==> src/rtl/rbxy_pkg.sv <==
package rbxy_pkg;

  localparam int LINE_LIMIT_DEF = 64;
  localparam int FRAC_BITS_DEF  = 16;

  localparam int IN_W    = 8;
  localparam int OFF_W   = 9;
  localparam int MAXD_W  = 4;
  localparam int OUT_W   = 19;
  localparam int IDX_W   = 1;

  localparam logic [OFF_W-1:0]  OFFSET_RST = OFF_W'(43);
  localparam logic [MAXD_W-1:0] MAXD_RST   = MAXD_W'(10);

  localparam logic [IDX_W-1:0] CFG_ANGLE_OFFSET = 1'b0;
  localparam logic [IDX_W-1:0] CFG_MAX_DISTANCE = 1'b1;

  localparam int INT_W       = 9;
  localparam int INT_CAP     = 511;
  localparam int FDIG_W      = 30;
  localparam int FPOS_W      = 4;
  localparam int FRAC_DIGITS = 9;

  localparam int ANG_BITS     = 24;
  localparam int CORDIC_STEPS = 20;
  localparam int STEP_W       = 5;
  localparam int CW           = 28;
  localparam int ZW           = 33;
  localparam int TW           = 35;
  localparam int MAG_W        = 27;
  localparam int GAIN_W       = 30;
  localparam int DSC_W        = 14;
  localparam logic [GAIN_W-1:0] CORDIC_GAIN = GAIN_W'(652032874);
  localparam logic [DSC_W-1:0]  DIST_SCALE  = DSC_W'(16000);

  localparam logic [3:0] PH_HASH = 4'd0;
  localparam logic [3:0] PH_NUM1 = 4'd1;
  localparam logic [3:0] PH_NUM2 = 4'd6;
  localparam logic [3:0] PH_DONE = 4'd11;

  localparam logic [3:0] R_WS   = 4'd0;
  localparam logic [3:0] R_SIGN = 4'd1;
  localparam logic [3:0] R_INT  = 4'd2;
  localparam logic [3:0] R_DOT  = 4'd3;
  localparam logic [3:0] R_FRAC = 4'd4;

  localparam logic [1:0] RES_TAKE = 2'd0;
  localparam logic [1:0] RES_END  = 2'd1;
  localparam logic [1:0] RES_MAL  = 2'd2;

  typedef struct packed {
    logic step;
    logic div_run;
    logic div_fin;
    logic mul1;
    logic mul2;
    logic rot;
    logic fin;
  } cmd_t;

  typedef struct packed {
    logic start_div;
    logic go_check;
    logic div_last;
    logic line_ok;
    logic rot_last;
  } sts_t;

  function automatic logic [FDIG_W-1:0] pow10(input logic [FPOS_W-1:0] p);
    logic [FDIG_W-1:0] r;
    unique case (p)
      4'd0:    r = FDIG_W'(1);
      4'd1:    r = FDIG_W'(10);
      4'd2:    r = FDIG_W'(100);
      4'd3:    r = FDIG_W'(1000);
      4'd4:    r = FDIG_W'(10000);
      4'd5:    r = FDIG_W'(100000);
      4'd6:    r = FDIG_W'(1000000);
      4'd7:    r = FDIG_W'(10000000);
      4'd8:    r = FDIG_W'(100000000);
      4'd9:    r = FDIG_W'(1000000000);
      default: r = FDIG_W'(1);
    endcase
    return r;
  endfunction

  function automatic logic [29:0] atan_deg(input logic [STEP_W-1:0] i);
    logic [29:0] r;
    unique case (i)
      5'd0:    r = 30'd754974720;
      5'd1:    r = 30'd445687602;
      5'd2:    r = 30'd235489088;
      5'd3:    r = 30'd119537938;
      5'd4:    r = 30'd60000934;
      5'd5:    r = 30'd30029717;
      5'd6:    r = 30'd15018523;
      5'd7:    r = 30'd7509720;
      5'd8:    r = 30'd3754917;
      5'd9:    r = 30'd1877466;
      5'd10:   r = 30'd938734;
      5'd11:   r = 30'd469367;
      5'd12:   r = 30'd234684;
      5'd13:   r = 30'd117342;
      5'd14:   r = 30'd58671;
      5'd15:   r = 30'd29335;
      5'd16:   r = 30'd14668;
      5'd17:   r = 30'd7334;
      5'd18:   r = 30'd3667;
      5'd19:   r = 30'd1833;
      default: r = 30'd0;
    endcase
    return r;
  endfunction

endpackage

==> src/rtl/rbxy_ctrl.sv <==
module rbxy_ctrl
  import rbxy_pkg::*;
(
  input  logic clk,
  input  logic rst_n,
  input  logic in_valid,
  output logic in_stall,
  output logic out_valid,
  input  logic out_stall,
  input  sts_t sts,
  output cmd_t cmd
);

  localparam logic [2:0] S_IDLE = 3'd0;
  localparam logic [2:0] S_DIV  = 3'd1;
  localparam logic [2:0] S_DFIN = 3'd2;
  localparam logic [2:0] S_CHK  = 3'd3;
  localparam logic [2:0] S_MUL1 = 3'd4;
  localparam logic [2:0] S_MUL2 = 3'd5;
  localparam logic [2:0] S_ROT  = 3'd6;
  localparam logic [2:0] S_OUT  = 3'd7;

  logic [2:0] state_r, state_nxt;
  logic       chk_r, chk_nxt;
  logic       ovld_r, ovld_nxt;

  always_comb begin
    state_nxt = state_r;
    chk_nxt   = chk_r;
    ovld_nxt  = ovld_r && out_stall;
    cmd       = '0;
    unique case (state_r)
      S_IDLE: begin
        if (in_valid) begin
          cmd.step = 1'b1;
          chk_nxt  = sts.go_check;
          if (sts.start_div) begin
            state_nxt = S_DIV;
          end else if (sts.go_check) begin
            state_nxt = S_CHK;
          end
        end
      end
      S_DIV: begin
        cmd.div_run = 1'b1;
        if (sts.div_last) begin
          state_nxt = S_DFIN;
        end
      end
      S_DFIN: begin
        cmd.div_fin = 1'b1;
        state_nxt   = chk_r ? S_CHK : S_IDLE;
      end
      S_CHK: begin
        state_nxt = sts.line_ok ? S_MUL1 : S_IDLE;
      end
      S_MUL1: begin
        cmd.mul1  = 1'b1;
        state_nxt = S_MUL2;
      end
      S_MUL2: begin
        cmd.mul2  = 1'b1;
        state_nxt = S_ROT;
      end
      S_ROT: begin
        cmd.rot = 1'b1;
        if (sts.rot_last) begin
          state_nxt = S_OUT;
        end
      end
      S_OUT: begin
        if (!ovld_r || !out_stall) begin
          cmd.fin   = 1'b1;
          ovld_nxt  = 1'b1;
          state_nxt = S_IDLE;
        end
      end
      default: state_nxt = S_IDLE;
    endcase
  end

  always_ff @(posedge clk) begin
    if (!rst_n) begin
      state_r <= S_IDLE;
      chk_r   <= 1'b0;
      ovld_r  <= 1'b0;
    end else begin
      state_r <= state_nxt;
      chk_r   <= chk_nxt;
      ovld_r  <= ovld_nxt;
    end
  end

  assign in_stall  = (state_r != S_IDLE);
  assign out_valid = ovld_r;

endmodule

==> src/rtl/rbxy_dp.sv <==
module rbxy_dp
  import rbxy_pkg::*;
#(
  parameter int LINE_LIMIT = LINE_LIMIT_DEF,
  parameter int FRAC_BITS  = FRAC_BITS_DEF
) (
  input  logic                     clk,
  input  logic                     rst_n,
  input  cmd_t                     cmd,
  output sts_t                     sts,
  input  logic [IN_W-1:0]          rx_byte,
  input  logic signed [OFF_W-1:0]  angle_offset,
  input  logic [MAXD_W-1:0]        max_dist,
  output logic signed [OUT_W-1:0]  x_pos,
  output logic signed [OUT_W-1:0]  y_pos
);

  localparam int LC_W = $clog2(LINE_LIMIT);
  localparam int VW   = INT_W + FRAC_BITS + 1;
  localparam int DC_W = $clog2(FRAC_BITS);
  localparam int P1_W = VW - 1 + DSC_W;
  localparam int PR_W = MAG_W + GAIN_W;
  localparam logic [VW-1:0] BEAR_MAX = VW'(180) << FRAC_BITS;
  localparam logic [TW-1:0] HALF     = TW'(180) << ANG_BITS;
  localparam logic [TW-1:0] QUART    = TW'(90) << ANG_BITS;

  logic [LC_W-1:0]        line_cnt_r;
  logic [3:0]             phase_r;
  logic                   bad_r;
  logic [1:0]             sign_r;
  logic [INT_W-1:0]       int_r;
  logic [FDIG_W-1:0]      frac_r;
  logic [FPOS_W-1:0]      fpos_r;
  logic signed [VW-1:0]   dist_r;
  logic signed [VW-1:0]   bear_r;
  logic [FDIG_W-1:0]      rem_r;
  logic [FDIG_W-1:0]      dvs_r;
  logic [FRAC_BITS-1:0]   quot_r;
  logic [INT_W-1:0]       dint_r;
  logic                   dneg_r;
  logic                   dtgt_r;
  logic [DC_W-1:0]        dcnt_r;
  logic [P1_W-1:0]        p1_r;
  logic signed [TW-1:0]   theta_r;
  logic signed [CW-1:0]   x_r;
  logic signed [CW-1:0]   y_r;
  logic signed [ZW-1:0]   z_r;
  logic                   neg_r;
  logic [STEP_W-1:0]      step_r;
  logic signed [OUT_W-1:0] xo_r;
  logic signed [OUT_W-1:0] yo_r;

  logic [LC_W-1:0]   cnt_nxt;
  logic [3:0]        phase_nxt;
  logic              bad_nxt;
  logic [1:0]        sign_nxt;
  logic [INT_W-1:0]  int_nxt;
  logic [FDIG_W-1:0] frac_nxt;
  logic [FPOS_W-1:0] fpos_nxt;
  logic              div_go;
  logic              div_tgt;
  logic              go_chk;

  logic              is_dig;
  logic              is_sp;
  logic [3:0]        dval;
  logic              in_n1;
  logic              in_n2;
  logic [3:0]        base;
  logic [3:0]        rel;
  logic [1:0]        res;
  logic [3:0]        nrel;
  logic              set_neg;
  logic              add_i;
  logic              add_f;
  logic [12:0]       iv;
  logic              ovf;
  logic              bear_pend;

  assign is_dig = (rx_byte >= 8'h30) && (rx_byte <= 8'h39);
  assign is_sp  = (rx_byte == 8'h20) || ((rx_byte >= 8'h09) && (rx_byte <= 8'h0D));
  assign dval   = rx_byte[3:0];
  assign in_n1  = (phase_r >= PH_NUM1) && (phase_r < PH_NUM2);
  assign in_n2  = (phase_r >= PH_NUM2) && (phase_r < PH_DONE);
  assign base   = in_n2 ? PH_NUM2 : PH_NUM1;
  assign rel    = phase_r - base;
  assign iv     = 13'(int_r) * 13'd10 + 13'(dval);
  assign ovf    = (line_cnt_r >= LC_W'(LINE_LIMIT - 1));
  assign bear_pend = !bad_r && in_n2 && ((rel == R_INT) || (rel == R_FRAC));

  always_comb begin
    res     = RES_MAL;
    nrel    = rel;
    set_neg = 1'b0;
    add_i   = 1'b0;
    add_f   = 1'b0;
    unique case (rel)
      R_WS: begin
        if (is_sp) begin
          res = RES_TAKE;
        end else if ((rx_byte == 8'h2B) || (rx_byte == 8'h2D)) begin
          res     = RES_TAKE;
          set_neg = (rx_byte == 8'h2D);
          nrel    = R_SIGN;
        end else if (is_dig) begin
          res   = RES_TAKE;
          add_i = 1'b1;
          nrel  = R_INT;
        end else if (rx_byte == 8'h2E) begin
          res  = RES_TAKE;
          nrel = R_DOT;
        end
      end
      R_SIGN: begin
        if (is_dig) begin
          res   = RES_TAKE;
          add_i = 1'b1;
          nrel  = R_INT;
        end else if (rx_byte == 8'h2E) begin
          res  = RES_TAKE;
          nrel = R_DOT;
        end
      end
      R_INT: begin
        res = RES_END;
        if (is_dig) begin
          res   = RES_TAKE;
          add_i = 1'b1;
        end else if (rx_byte == 8'h2E) begin
          res  = RES_TAKE;
          nrel = R_FRAC;
        end
      end
      R_DOT: begin
        if (is_dig) begin
          res   = RES_TAKE;
          add_f = 1'b1;
          nrel  = R_FRAC;
        end
      end
      R_FRAC: begin
        res = RES_END;
        if (is_dig) begin
          res   = RES_TAKE;
          add_f = 1'b1;
        end
      end
      default: res = RES_MAL;
    endcase
  end

  always_comb begin
    cnt_nxt   = line_cnt_r + LC_W'(1);
    phase_nxt = phase_r;
    bad_nxt   = bad_r;
    sign_nxt  = sign_r;
    int_nxt   = int_r;
    frac_nxt  = frac_r;
    fpos_nxt  = fpos_r;
    div_go    = 1'b0;
    div_tgt   = 1'b0;
    go_chk    = 1'b0;
    if (ovf || (rx_byte == 8'h0A)) begin
      if (!ovf) begin
        go_chk  = !bad_r && ((phase_r == PH_DONE) || bear_pend);
        div_go  = bear_pend;
        div_tgt = 1'b1;
      end
      cnt_nxt   = '0;
      phase_nxt = PH_HASH;
      bad_nxt   = 1'b0;
      sign_nxt  = 2'b00;
      int_nxt   = '0;
      frac_nxt  = '0;
      fpos_nxt  = '0;
    end else if (!bad_r && (phase_r != PH_DONE)) begin
      if (phase_r == PH_HASH) begin
        if (rx_byte == 8'h23) begin
          phase_nxt = PH_NUM1;
          int_nxt   = '0;
          frac_nxt  = '0;
          fpos_nxt  = '0;
        end else begin
          bad_nxt = 1'b1;
        end
      end else if ((in_n1 || in_n2) && (res == RES_TAKE)) begin
        phase_nxt = base + nrel;
        if (set_neg) begin
          sign_nxt = sign_r | (in_n2 ? 2'b10 : 2'b01);
        end
        if (add_i) begin
          int_nxt = (iv > 13'(INT_CAP)) ? INT_W'(INT_CAP) : iv[INT_W-1:0];
        end
        if (add_f && (fpos_r < FPOS_W'(FRAC_DIGITS))) begin
          frac_nxt = frac_r * FDIG_W'(10) + FDIG_W'(dval);
          fpos_nxt = fpos_r + FPOS_W'(1);
        end
      end else if (in_n1) begin
        if ((res == RES_END) && (rx_byte == 8'h2C)) begin
          div_go    = 1'b1;
          phase_nxt = PH_NUM2;
          int_nxt   = '0;
          frac_nxt  = '0;
          fpos_nxt  = '0;
        end else begin
          bad_nxt = 1'b1;
        end
      end else if (in_n2) begin
        if (res == RES_END) begin
          div_go    = 1'b1;
          div_tgt   = 1'b1;
          phase_nxt = PH_DONE;
        end else begin
          bad_nxt = 1'b1;
        end
      end else begin
        bad_nxt = 1'b1;
      end
    end
  end

  always_ff @(posedge clk) begin
    if (!rst_n) begin
      line_cnt_r <= '0;
      phase_r    <= PH_HASH;
      bad_r      <= 1'b0;
      sign_r     <= 2'b00;
      int_r      <= '0;
      frac_r     <= '0;
      fpos_r     <= '0;
    end else if (cmd.step) begin
      line_cnt_r <= cnt_nxt;
      phase_r    <= phase_nxt;
      bad_r      <= bad_nxt;
      sign_r     <= sign_nxt;
      int_r      <= int_nxt;
      frac_r     <= frac_nxt;
      fpos_r     <= fpos_nxt;
    end
  end

  logic [FDIG_W:0]      rem_dbl;
  logic                 qbit;
  logic [VW-1:0]        mag_v;
  logic signed [VW-1:0] val_v;

  assign rem_dbl = {rem_r, 1'b0};
  assign qbit    = (rem_dbl >= {1'b0, dvs_r});
  assign mag_v   = {1'b0, dint_r, quot_r};
  assign val_v   = dneg_r ? $signed(-mag_v) : $signed(mag_v);

  always_ff @(posedge clk) begin
    if (!rst_n) begin
      dist_r <= '0;
      bear_r <= '0;
    end else if (cmd.div_fin) begin
      if (dtgt_r) begin
        bear_r <= val_v;
      end else begin
        dist_r <= val_v;
      end
    end
  end

  always_ff @(posedge clk) begin
    if (cmd.step && div_go) begin
      rem_r  <= frac_r;
      dvs_r  <= pow10(fpos_r);
      quot_r <= '0;
      dint_r <= int_r;
      dneg_r <= div_tgt ? sign_r[1] : sign_r[0];
      dtgt_r <= div_tgt;
      dcnt_r <= '0;
    end else if (cmd.div_run) begin
      rem_r  <= qbit ? FDIG_W'(rem_dbl - {1'b0, dvs_r}) : rem_dbl[FDIG_W-1:0];
      quot_r <= {quot_r[FRAC_BITS-2:0], qbit};
      dcnt_r <= dcnt_r + DC_W'(1);
    end
  end

  assign sts.start_div = div_go;
  assign sts.go_check  = go_chk;
  assign sts.div_last  = (dcnt_r == DC_W'(FRAC_BITS - 1));
  assign sts.line_ok   = !dist_r[VW-1] &&
                         ($unsigned(dist_r) <= (VW'(max_dist) << FRAC_BITS)) &&
                         (bear_r <= $signed(BEAR_MAX)) &&
                         (bear_r >= -$signed(BEAR_MAX));
  assign sts.rot_last  = (step_r == STEP_W'(CORDIC_STEPS - 1));

  logic [MAG_W-1:0]     mag_w;
  logic [PR_W-1:0]      prod;
  logic signed [TW-1:0] t_wrap;
  logic signed [TW-1:0] t_fold;
  logic                 fold;
  logic signed [TW-1:0] bt;
  logic signed [TW-1:0] ot;

  assign bt    = TW'(bear_r);
  assign ot    = TW'(angle_offset);
  assign mag_w = MAG_W'(p1_r >> (FRAC_BITS - 8));
  assign prod  = PR_W'(mag_w) * PR_W'(CORDIC_GAIN);

  always_comb begin
    t_wrap = theta_r;
    if (t_wrap > $signed(HALF)) begin
      t_wrap = t_wrap - $signed(HALF << 1);
    end
    if (t_wrap < -$signed(HALF)) begin
      t_wrap = t_wrap + $signed(HALF << 1);
    end
    fold   = 1'b0;
    t_fold = t_wrap;
    if (t_wrap > $signed(QUART)) begin
      t_fold = t_wrap - $signed(HALF);
      fold   = 1'b1;
    end else if (t_wrap < -$signed(QUART)) begin
      t_fold = t_wrap + $signed(HALF);
      fold   = 1'b1;
    end
  end

  logic signed [CW-1:0] xs;
  logic signed [CW-1:0] ys;
  logic signed [ZW-1:0] at;

  assign xs = x_r >>> step_r;
  assign ys = y_r >>> step_r;
  assign at = $signed(ZW'(atan_deg(step_r)));

  always_ff @(posedge clk) begin
    if (cmd.mul1) begin
      p1_r    <= P1_W'(dist_r[VW-2:0]) * P1_W'(DIST_SCALE);
      theta_r <= (bt <<< (ANG_BITS - FRAC_BITS)) + (ot <<< ANG_BITS);
    end
    if (cmd.mul2) begin
      x_r    <= $signed(CW'(prod >> GAIN_W));
      y_r    <= '0;
      z_r    <= ZW'(t_fold);
      neg_r  <= fold;
      step_r <= '0;
    end else if (cmd.rot) begin
      if (!z_r[ZW-1]) begin
        x_r <= x_r - ys;
        y_r <= y_r + xs;
        z_r <= z_r - at;
      end else begin
        x_r <= x_r + ys;
        y_r <= y_r - xs;
        z_r <= z_r + at;
      end
      step_r <= step_r + STEP_W'(1);
    end
  end

  function automatic logic signed [OUT_W-1:0] finish(input logic signed [CW-1:0] v,
                                                     input logic neg);
    logic signed [CW:0]   v1;
    logic signed [CW-7:0] r;
    logic signed [CW-6:0] rn;
    v1 = CW'(v) + (CW+1)'(128);
    v1 = {v[CW-1], v} + (CW+1)'(128);
    r  = (CW-6)'(v1 >>> 8);
    rn = neg ? -((CW-5)'(r)) : (CW-5)'(r);
    if (rn > (CW-5)'(262143)) begin
      return OUT_W'(262143);
    end else if (rn < -(CW-5)'(262144)) begin
      return OUT_W'(-262144);
    end
    return OUT_W'(rn);
  endfunction

  always_ff @(posedge clk) begin
    if (cmd.fin) begin
      xo_r <= finish(x_r, neg_r);
      yo_r <= finish(y_r, neg_r);
    end
  end

  assign x_pos = xo_r;
  assign y_pos = yo_r;

endmodule

==> src/rtl/range_bearing_line_to_xy_core.sv <==
// An accepted byte leaves the input free for the next byte, except a byte that ends a number: it
// stalls the input while the fraction divider runs.
// A newline that completes a good line loads its result after the divider (skipped when the angle
// already ended), the range check, two multiplies and 20 CORDIC steps.
// Results wait in an output register; the input stalls until the result is loaded.
// Synchronous active-low reset clears the line parser and loads register defaults.
module range_bearing_line_to_xy_core
  import rbxy_pkg::*;
#(
  parameter int LINE_LIMIT = LINE_LIMIT_DEF,
  parameter int FRAC_BITS  = FRAC_BITS_DEF
) (
  input  logic                    clk,
  input  logic                    rst_n,
  input  logic                    in_valid,
  output logic                    in_stall,
  input  logic [IN_W-1:0]         in_rx_byte,
  output logic                    out_valid,
  input  logic                    out_stall,
  output logic signed [OUT_W-1:0] out_x_pos,
  output logic signed [OUT_W-1:0] out_y_pos,
  input  logic                    cfg_valid,
  output logic                    cfg_ready,
  input  logic [IDX_W-1:0]        cfg_index,
  input  logic [OFF_W-1:0]        cfg_data
);

  logic [OFF_W-1:0]  offset_r;
  logic [MAXD_W-1:0] maxd_r;
  cmd_t              cmd;
  sts_t              sts;

  assign cfg_ready = 1'b1;

  always_ff @(posedge clk) begin
    if (!rst_n) begin
      offset_r <= OFFSET_RST;
      maxd_r   <= MAXD_RST;
    end else if (cfg_valid) begin
      unique case (cfg_index)
        CFG_ANGLE_OFFSET: offset_r <= cfg_data;
        CFG_MAX_DISTANCE: maxd_r   <= cfg_data[MAXD_W-1:0];
        default:          offset_r <= offset_r;
      endcase
    end
  end

  rbxy_ctrl u_ctrl (
    .clk       (clk),
    .rst_n     (rst_n),
    .in_valid  (in_valid),
    .in_stall  (in_stall),
    .out_valid (out_valid),
    .out_stall (out_stall),
    .sts       (sts),
    .cmd       (cmd)
  );

  rbxy_dp #(
    .LINE_LIMIT (LINE_LIMIT),
    .FRAC_BITS  (FRAC_BITS)
  ) u_dp (
    .clk          (clk),
    .rst_n        (rst_n),
    .cmd          (cmd),
    .sts          (sts),
    .rx_byte      (in_rx_byte),
    .angle_offset ($signed(offset_r)),
    .max_dist     (maxd_r),
    .x_pos        (out_x_pos),
    .y_pos        (out_y_pos)
  );

endmodule

==> config.mk <==
export PLATFORM = sky130hd
export DESIGN_NAME = range_bearing_line_to_xy_core
export DESIGN_NICKNAME = d
export VERILOG_FILES = /design/src/rtl/rbxy_pkg.sv /design/src/rtl/rbxy_ctrl.sv /design/src/rtl/rbxy_dp.sv /design/src/rtl/range_bearing_line_to_xy_core.sv
export SDC_FILE = /design/constraint.sdc
export NUM_CORES = 2
export LEC_CHECK = 0
export ABC_AREA = 1
export BUFFER_PORTS_ARGS = -buffer_cell sky130_fd_sc_hd__buf_2
export CORE_MARGIN = 4
export CORE_UTILIZATION = 40
export DETAILED_ROUTE_END_ITERATION = 10
export GPL_ROUTABILITY_DRIVEN = 0
export SKIP_CTS_REPAIR_TIMING = 1
export SYNTH_ARGS = -nofsm -noshare
export SYNTH_HDL_FRONTEND = slang
export SYNTH_HIERARCHICAL = 1
export SYNTH_SLANG_ARGS = --single-unit
==> constraint.sdc <==
create_clock -name clk -period 8.3 [get_ports clk]
set_input_delay 0.415 -clock clk [delete_from_list [all_inputs] [get_ports clk]]
set_output_delay 0.415 -clock clk [all_outputs]
set_load 0.01 [all_outputs]
==> impl_metrics.json <==
{
  "die_y_um": 368,
  "holdCritPathClass": "in2reg",
  "grt_pass1_vias": 43625,
  "hold_ws_ps": 2.43,
  "maxCapViolations": 0,
  "arrival_ps": 7460,
  "design.die.area_mm2": 0.136,
  "cts_tree": "yes",
  "synthesis.nets": 7852,
  "status": "completed",
  "fmax_mhz": 142,
  "post-route-drc-count": 0,
  "critPathKind": "reg2reg",
  "synthesis.area_mm2": 0.0520,
  "fp-row-count": 131,
  "synth_edf_count": 217,
  "dr.pass1.iters": 6,
  "coreArea_mm2": 0.128,
  "portBuffers": 62,
  "grt_remaining_overflow": 0,
  "final_util_pct": 43.5,
  "dp_hpwl_um": 119000,
  "synthToLayoutAreaGrowth_pct": 7.32,
  "fin_skew_ps": 43.3,
  "io_pins": 64,
  "synth.avg_cell_area_um2": 7.61,
  "fin_setup_tns_ps": 0,
  "required_ps": 8700,
  "htreeDepth": 2,
  "grt_pass1_wl_um": 233000,
  "max_slew_margin_pct": 26.2,
  "cts_inserted_buffers": 52,
  "vias": 43980,
  "synth-seq-area-share_pct": 20.6,
  "pre_cts_slack_ps": 1340,
  "vias_per_cell": 5.12,
  "crit_path_end_kind": "flop",
  "start_util_pct": 40.5,
  "track_usage_pct": 21.1,
  "netlist_instances": 6833,
  "clkTransAtPathRegs_ps": 60,
  "crit_fanout": 7,
  "die_w_um": 368,
  "worst_slack_ps": 1240,
  "n_antenna_cell": 0,
  "start_kind": "flop",
  "drtAntennaViolNets": 0,
  "fin_crit_sh_pct": 85.1,
  "synthFlopType": "edfxtp_1",
  "ys.warnings.count": 6,
  "fillers": 13048,
  "min_period_ps": 7060,
  "async_flop_share_pct": 0,
  "cts.sinks": 427,
  "grt_start_max_net_pins": 82,
  "rsz0062_at_grt": "no",
  "ys_ff_latch": 427,
  "insertion_delay_ps": 670,
  "ff_latch_area_mm2": 0.0107,
  "antenna_found_initial": 6,
  "cts.path.max_buffers": 3,
  "cts-root-buf": "clkbuf_16",
  "yosysUniqueCellTypes": 72,
  "drt-total-wl_um": 144000,
  "wl_per_cell_um": 16.8,
  "slew_violations": 0,
  "drive_gt1_share_pct": 4.56,
  "setup_viol": 0,
  "final_hold_viol_count": 0,
  "fin_nets": 7841,
  "multiInputGateArea_mm2": 0.0357,
  "drt_iter0_drc": 3247,
  "max_slew.worst_pin.slew_ps": 1110
}
final timing paths:
kind	start	endpoint	slack [ps]	depth (start not counted)
worst min register to register	u_dp/bear_r[10]$_SDFFE_PN0P_	u_dp/theta_r[18]$_DFFE_PP_	430	0
worst min-delay path	cfg_data[1]	maxd_r[1]$_SDFFE_PN1P_	2	3
worst max-delay path	u_dp/p1_r[17]$_DFFE_PP_	u_dp/x_r[24]$_DFFE_PP_	1240	24
worst max register to register	u_dp/p1_r[17]$_DFFE_PP_	u_dp/x_r[24]$_DFFE_PP_	1240	24
flip-flops by register name, summed over array words and instances (netlist names), 16 cells and up:
signal / flops
u_dp/at: 30
u_dp/bear_r: 26
u_dp/dist_r: 26
u_dp/dvs_r: 23
u_dp/frac_r: 30
u_dp/p1_r: 27
u_dp/quot_r: 16
u_dp/rem_r: 30
u_dp/theta_r: 27
u_dp/x_pos: 19
u_dp/x_r: 28
u_dp/y_pos: 19
u_dp/y_r: 28
u_dp/z_r: 33
cell usage after synthesis, types with 17 or more instances:
| library cell | instances | share of area [%] |
|---|---|---|
| nand2_1 | 1306 | 9.4 |
| inv_1 | 1281 | 9.3 |
| ha_1 | 569 | 14 |
| o21ai_0 | 504 | 4.9 |
| a21oi_1 | 467 | 4.5 |
| nor2_1 | 450 | 3.3 |
| fa_1 | 427 | 16 |
| nand3_1 | 283 | 2.7 |
| xor2_1 | 223 | 3.8 |
| edfxtp_1 | 217 | 13 |
| dfxtp_1 | 210 | 8.1 |
| clkbuf_1 | 86 | 0.62 |
| xnor2_1 | 86 | 1.4 |
| nor3_1 | 81 | 0.78 |
| nand4_1 | 65 | 0.78 |
| o21ai_1 | 45 | 0.43 |
| or2_2 | 44 | 0.53 |
| o211ai_1 | 43 | 0.62 |
| a31oi_1 | 40 | 0.48 |
| o22ai_1 | 33 | 0.40 |
| mux2i_1 | 27 | 0.52 |
| buf_1 | 25 | 0.18 |
| a21o_1 | 23 | 0.33 |
| nor4_1 | 23 | 0.28 |
| nor2_2 | 20 | 0.24 |
| o21bai_1 | 20 | 0.29 |
| buf_2 | 19 | 0.18 |
| buf_4 | 19 | 0.27 |
| o21a_1 | 19 | 0.27 |
| a21boi_0 | 17 | 0.25 |
per-stage QoR:
stage	area, µm²	cells
after floorplan	52000	6833
after global placement	54000	8497
after detailed placement	54000	8497
after CTS	55800	8595
after global routing	55800	8595
final	55800	8595
layout by cell type, fill, tap and decap left out, types with 23 or more instances in the layout:
| master | count |
|---|---|
| a21o_1 | 23 |
| a21oi_1 | 466 |
| a31oi_1 | 40 |
| buf_2 | 62 |
| buf_4 | 29 |
| clkbuf_16 | 53 |
| dfxtp_1 | 208 |
| edfxtp_1 | 217 |
| fa_1 | 427 |
| ha_1 | 569 |
| inv_1 | 1280 |
| mux2i_1 | 27 |
| nand2_1 | 1306 |
| nand3_1 | 283 |
| nand4_1 | 65 |
| nor2_1 | 448 |
| nor3_1 | 81 |
| nor4_1 | 23 |
| o211ai_1 | 43 |
| o21ai_0 | 504 |
| o21ai_1 | 45 |
| o22ai_1 | 33 |
| or2_2 | 44 |
| xnor2_1 | 86 |
| xor2_1 | 223 |
cells by family (layout without fill, tap and decap cells):
family | count (synthesis) | count (layout) | synth area share, %
AOI/OAI and AO/OA | 1276 | 1276 | 13.5
xor gates and xnor gates | 313 | 313 | 5.33
adders and majority gates | 996 | 996 | 30.1
buffers and inverters | 1459 | 1492 | 10.8
DFF | 427 | 427 | 20.6
muxes | 27 | 27 | 0.520
other | 1 | 1 | 0.00722
and+or+nand+nor | 2334 | 2334 | 19.0
critical path, cell delays in order (launching register included):
cell and delay (ps):
edfxtp_1 590, ha_1 550, inv_1 140, fa_1 510
inv_1 100, fa_1 510, inv_1 60, fa_1 460
fa_1 530, inv_1 70, fa_1 530, inv_1 60
fa_1 530, inv_1 40, ha_1 310, nand2_1 70
o311ai_0 360, a31oi_1 120, nand2_1 180, a21oi_1 120
o21ai_0 470, and3_1 270, o21ai_0 90, nand3_1 80
nand2_1 50
routing by layer:
metal | track usage [%] | part of all wire (%) | vias up | wire (µm)
met1 | 28.8 | 46 | 20653 | 66000
met3 | 3.23 | 5.8 | 204 | 8360
met4 | 6.30 | 3.1 | 2 | 4400
met2 | 34.6 | 45 | 1050 | 65200
met5 | 0 | 0.0083 | - | 12
li1 | - | - | 22071 | -
cell type report:
class | instances | share of cell area, %
clock buffers | 69 | 2.59
well taps | 1729 | 3.88
clock inverters | 29 | 0.668
multi-input cells | 4947 | 63.9
flip-flops and latches | 427 | 19.2
inverters | 1303 | 8.77
repair buffers | 91 | 0.947
Power is left out: the tool's default activity adds up to more than one toggle a clock period on the data nets, which glitch-free logic cannot reach.
